<file path="src/design/spstq_pkg.sv">
// Package for the sorted prefix-sum threshold query block.
// Holds widths, item kinds and the controller/datapath command and status types.
// No dependencies.
package spstq_pkg;

  localparam int MAX_ITEMS  = 1024;
  localparam int VALUE_BITS = 32;
  localparam int SUM_BITS   = 42;
  localparam int ADDR_BITS  = $clog2(MAX_ITEMS);
  localparam int COUNT_BITS = ADDR_BITS + 1;

  localparam logic [1:0] KIND_CLEAR = 2'd0;
  localparam logic [1:0] KIND_LOAD  = 2'd1;
  localparam logic [1:0] KIND_QUERY = 2'd2;

  typedef enum logic [3:0] {
    OP_NONE,
    OP_CAPTURE,
    OP_CLEAR,
    OP_DROP,
    OP_SEARCH_INIT,
    OP_READ_MID,
    OP_STEP,
    OP_SHIFT_INIT,
    OP_SHIFT_READ,
    OP_SHIFT_WRITE,
    OP_PRE_READ,
    OP_PRE_WRITE,
    OP_SUM_READ,
    OP_RESULT
  } op_t;

  typedef struct packed {
    op_t op;
  } cmd_t;

  typedef struct packed {
    logic [1:0] kind;
    logic       search_done;
    logic       shift_done;
    logic       full;
    logic       out_busy;
  } status_t;

endpackage

</file>
<file path="src/design/spstq_ctrl.sv">
// Controller: sequences capture, clear, drop, binary search, insertion shift, prefix write and result.
// Depends on spstq_pkg.
module spstq_ctrl (
  input  logic               clk,
  input  logic               rst,
  input  logic               in_valid,
  output logic               in_ready,
  input  spstq_pkg::status_t status,
  output spstq_pkg::cmd_t    cmd
);

  typedef enum logic [3:0] {
    IDLE, DISPATCH, S_CHECK, S_WAIT, SH_CHECK, SH_WAIT,
    PRE_WAIT, SUM_WAIT, RESULT
  } state_t;

  state_t state, state_next;

  assign in_ready = (state == IDLE);

  always_comb begin
    state_next = state;
    cmd.op     = spstq_pkg::OP_NONE;
    case (state)
      IDLE: begin
        if (in_valid) begin
          cmd.op     = spstq_pkg::OP_CAPTURE;
          state_next = DISPATCH;
        end
      end
      DISPATCH: begin
        case (status.kind)
          spstq_pkg::KIND_CLEAR: begin
            cmd.op     = spstq_pkg::OP_CLEAR;
            state_next = IDLE;
          end
          spstq_pkg::KIND_LOAD: begin
            if (status.full) begin
              cmd.op     = spstq_pkg::OP_DROP;
              state_next = IDLE;
            end else begin
              cmd.op     = spstq_pkg::OP_SEARCH_INIT;
              state_next = S_CHECK;
            end
          end
          spstq_pkg::KIND_QUERY: begin
            cmd.op     = spstq_pkg::OP_SEARCH_INIT;
            state_next = S_CHECK;
          end
          default: state_next = IDLE;
        endcase
      end
      S_CHECK: begin
        if (!status.search_done) begin
          cmd.op     = spstq_pkg::OP_READ_MID;
          state_next = S_WAIT;
        end else if (status.kind == spstq_pkg::KIND_LOAD) begin
          cmd.op     = spstq_pkg::OP_SHIFT_INIT;
          state_next = SH_CHECK;
        end else begin
          cmd.op     = spstq_pkg::OP_SUM_READ;
          state_next = SUM_WAIT;
        end
      end
      S_WAIT: begin
        cmd.op     = spstq_pkg::OP_STEP;
        state_next = S_CHECK;
      end
      SH_CHECK: begin
        if (status.shift_done) begin
          cmd.op     = spstq_pkg::OP_PRE_READ;
          state_next = PRE_WAIT;
        end else begin
          cmd.op     = spstq_pkg::OP_SHIFT_READ;
          state_next = SH_WAIT;
        end
      end
      SH_WAIT: begin
        cmd.op     = spstq_pkg::OP_SHIFT_WRITE;
        state_next = SH_CHECK;
      end
      PRE_WAIT: begin
        cmd.op     = spstq_pkg::OP_PRE_WRITE;
        state_next = IDLE;
      end
      SUM_WAIT: begin
        // Re-issue the prefix read so the data stays valid while waiting.
        cmd.op     = spstq_pkg::OP_SUM_READ;
        state_next = RESULT;
      end
      RESULT: begin
        if (!status.out_busy) begin
          cmd.op     = spstq_pkg::OP_RESULT;
          state_next = IDLE;
        end else begin
          cmd.op     = spstq_pkg::OP_SUM_READ;
        end
      end
      default: state_next = IDLE;
    endcase
  end

  always_ff @(posedge clk) begin
    if (rst) begin
      state <= IDLE;
    end else begin
      state <= state_next;
    end
  end

endmodule

</file>
<file path="config.mk">
export PLATFORM = sky130hd
export DESIGN_NAME = spstq_ctrl
export DESIGN_NICKNAME = d
export VERILOG_FILES = /design/src/design/spstq_pkg.sv /design/src/design/spstq_ctrl.sv
export SDC_FILE = /design/constraint.sdc
export NUM_CORES = 1
export LEC_CHECK = 0
export BUFFER_PORTS_ARGS = -buffer_cell sky130_fd_sc_hd__buf_2
export CORE_AREA = 4 4 41 43
export DETAILED_ROUTE_END_ITERATION = 8
export DIE_AREA = 0 0 45 47
export HOLD_SLACK_MARGIN = 0.1
export PLACE_DENSITY_LB_ADDON = 0.25
export RECOVER_POWER = 25
export SKIP_LAST_GASP = 1
export SLEW_MARGIN = 15
export SYNTH_ARGS = -nofsm -noshare
export SYNTH_HDL_FRONTEND = slang
export SYNTH_SLANG_ARGS = --single-unit
</file>
<file path="constraint.sdc">
create_clock -name clk -period 3.2 [get_ports clk]
set_clock_uncertainty 0.1 [all_clocks]
set_input_delay 0.32 -clock clk [delete_from_list [all_inputs] [get_ports clk]]
set_output_delay 0.32 -clock clk [all_outputs]
set_load 0.02 [all_outputs]
</file>
Yosys cells after proc, flatten, opt, wreduce, memory -nomap -nowiden --
Index checks and enable logic that the tools add are counted.
Cells by class: equal/unequal tests 12, mux-type cells 16, reductions and logical operators 3
Operators by type and width (number):
- one-hot mux 4 bit (9 select lines) | 1
- one-hot mux 4 bit (8 select lines) | 1
- == test 4 x 3 -> 1 bit (second input constant) | 4
- 2-to-1 mux 4 bit | 4
- one-hot mux 3 bit (3 select lines) | 1
- == test 4 x 2 -> 1 bit (second input constant) | 2
- 2-to-1 mux 2 bit | 4
- 2-to-1 mux 3 bit | 2
- == test 4 x 1 -> 1 bit (second input constant) | 1
- == test 4 bit (second input constant) | 1
- logical NOT 4 bit | 1
- != test 2 bit (second input constant) | 2
- one-hot mux 2 bit (2 select lines) | 1
- == test 2 x 1 -> 1 bit (second input constant) | 1
- == test 2 bit (second input constant) | 1
- logical NOT 2 bit | 1
- 2-to-1 mux 1 bit | 2
- AND reduction 2 bit | 1
Word-level totals: bits in registers 4, input bits 9, output and inout bits 5, word-level logic and storage cells 32

Longest topological paths before layout --
word-level depth 4, mapped depth 6, depth with buffers taken out 6

Least setup slack after synthesis --
No wires, ideal clock.
kind in2out, start input status[5] in the netlist's numbering, end output cmd[2] in the netlist's numbering, arrival 1.470 ns, required time 2.780 ns, slack 1.310 ns, cell stages on the path 6, buffers on the path 0, cell sequence inv_1 ha_1 nand2b_1 mux2i_1 a21oi_1 o31ai_1
RTL lines:
- start: declaration | RTL line spstq_ctrl.sv:8 | input spstq_pkg::status_t status,
- end: declaration | RTL line spstq_ctrl.sv:9 | output spstq_pkg::cmd_t cmd

==> impl_metrics.csv <==
group,metric,value,unit
detailed_routing,postRouteAntennaNets,0,
setup_path,worst-r2r-setup-slack,1.61,ns
synth,synth_cells,67,
sta,setup_viol,0,
final_layout,reg_top3,"state: 4 flops",
synth,yosysSeqAreaShare,17.8,%
global_route,grt_pass1_wl,1.81,mm
sta,drv_slew,0,
synth,ys_warn_count,0,
placement,hpwlAfterDp,827,microns
setup_path,timing.rr.end,"state[1]",
synth,yosysMostFrequentCell,"nor2_1",
synth,yosysTopAreaCell,"dfxtp_1",
sta,maxSlewHeadroom,69.5,%
final_layout,drive_gt1_share,22.8,%
placement,gp_congestion,0.766,
die,start_util,34.6,%
min_path,holdPathStages,2,
power,ir_drop,0.220,mV
setup_path,critical_path.max_fanout,15,
synth,syn_area,450,sq um
setup_path,cp.required,2.78,ns
final_layout,antennaDiodeCount,0,
die,die_h,47,microns
clock_tree,post_cts_buffers,0,
detailed_routing,routedWlPerCell,11.5,microns
setup_path,start_kind,"register",
sta,tns,0,ns
placement,io_buffers,13,
final_layout,fin_nets,94,
setup_path,path_class,"reg -> out",
detailed_routing,drt_iter0_drc,4,
synth,synth_top_area_share,17.8,%
clock_tree,cts_buffers,3,
synth,postSynthAreaPerCell,6.72,sq um
sta,fin_crit_sh,70.8,%
clock_tree,htreeDepth,1,
clock_tree,cts_hold_buf,0,
sta,finalCriticalPeriod,2.27,ns
final_layout,final_cells,94,
power,p_leak,0.247,nW
outcome,status,"complete, no violations",
run,max_cap_viol_count,0,
global_route,grt_usage,11.8,%
synth,ys_async_sr_fraction,0,%
min_path,min_to,"state[1]",
clock_tree,clk_pin_slew,0.04,ns
sta,rsz0062_at_grt,"no",
global_route,grt_overflow_total,0,
sta,timing.fmax,441,MHz
synth,synth_cell_types,23,
detailed_routing,vias,507,
sta,finalHoldViolCount,0,
die,die_area,2120,sq um
detailed_routing,vias_per_cell,5.39,
power,powerDensity,353,nW/um^2
sta,tightest_slew,0.457,ns
clock_tree,cts_tree,"built",
min_path,min_path_type,"in -> reg",
global_route,grt_max_degree,16,
clock_tree,clock_sinks,4,
setup_path,end_kind,"output port",
setup_path,critPathArrivalTime,1.85,ns
setup_path,r2r-start,"state[0]",
die,coreArea,1300,sq um
clock_tree,clkLatencyLatePin,0.23,ns
die,io_pins,14,
die,die_x,45,microns
clock_tree,cts_resized,0,
detailed_routing,wl,1.08,mm
detailed_routing,drc,0,
clock_tree,cts_root_buffer,"clkbuf_4",
setup_path,r2r_cells,4,
synth,synth_ff_type,"dfxtp_1",
final_layout,regMostFlops,"state",
clock_tree,clk_path_buf_depth,2,
final_layout,utilization,41.6,%
synth,ys_top_cells_by_area,"dfxtp_1, ha_1, a31oi_1",
synth,ys_seq_elements,4,
die,rows,13,
placement,dp.cells,91,
final_layout,syn_to_final_growth,20.3,%
detailed_routing,drt_pass1_iterations,4,
min_path,min-delay-start,"rst",
global_route,antenna_found_initial,0,
final_layout,largest_register_ffs,4,
synth,syn_nets,80,
synth,synth_edf_count,0,
global_route,grt_pass1_vias,445,
synth,ys_top_cells_by_count,"nor2_1, inv_1, a31oi_1, nand2_1, nor3_1",
[layout by cell type (no fill, tap or decap)]
cell type and n:
a32oi_1 3, a22oi_1 1, dfxtp_1 4, nor2_1 8, nand3_1 3, o22ai_1 1
o31ai_1 1, nor4_1 2, clkbuf_4 3, nand2b_1 3, o221ai_1 1, mux2i_1 1
buf_2 13, a21o_1 1, or4b_4 1, nand2_1 5, nor2b_1 1, nor3_1 5
a31oi_1 5, inv_1 7, a21oi_2 1, o21ai_0 1, ha_1 4, a21oi_1 4
[power breakdown]
part           internal [mW]  leakage (nW)  switching, mW
Clock                 0.0418        0.0138         0.0181
Sequential            0.0533        0.0326         0.0107
Combinational         0.0282         0.201         0.0393
[cell type report]
cell class                      instances  area (sq um)
Fill cell                             149           759
Sequential cell                         4          80.1
Clock buffer                            3          22.5
Multi-Input combinational cell         52           329
Timing Repair Buffer                   13          65.1
Inverter                                7          26.3
Tap cell                               15          18.8
[worst max path at each step]
stage | startpoint | to | slack (ns)
2_1_floorplan | status[5] | cmd[2] | 1.31
3_3_place_gp | state[1] | cmd[0] | 1.18
3_5_place_dp | state[1] | cmd[0] | 1.19
4_1_cts | state[1] | cmd[0] | 0.94
5_1_grt | state[1] | cmd[0] | 0.75
6_report | state[1] | cmd[0] | 0.93
[logic make-up after synthesis]
family | synth area share [%]
fa+ha+maj | 11.1
compound gates | 28.6
flops | 17.8
buf+inv | 9.17
mux | 2.22
simple gates | 31.1
[per-stage QoR]
step	power [mW]	hold WS, ns	instance area [sq um]	setup slack, ns
after floorplan	0.110	0.289	450	1.31
after global placement	0.133	0.432	519	1.18
after detailed placement	0.132	0.431	519	1.19
after CTS	0.195	0.185	542	0.938
after global routing	0.209	0.190	542	0.749
final	0.191	0.192	542	0.934
[per-layer routing]
metal | vias up | wire (microns) | track usage [%] | part of all wire (%)
li1 | 271 | - | - | -
met4 | 0 | 0 | 7.02 | 0
met5 | - | 0 | 0 | 0
met1 | 229 | 547 | 15.5 | 51
met3 | 0 | 24 | 2.30 | 2.2
met2 | 7 | 505 | 18.1 | 47
[critical path: stages (launching register included)]
cell and delay (ns):
dfxtp_1 0.59, nor2b_1 0.46, a22oi_1 0.18, o221ai_1 0.19, buf_2 0.19
(Power assumes the default switching activity.)
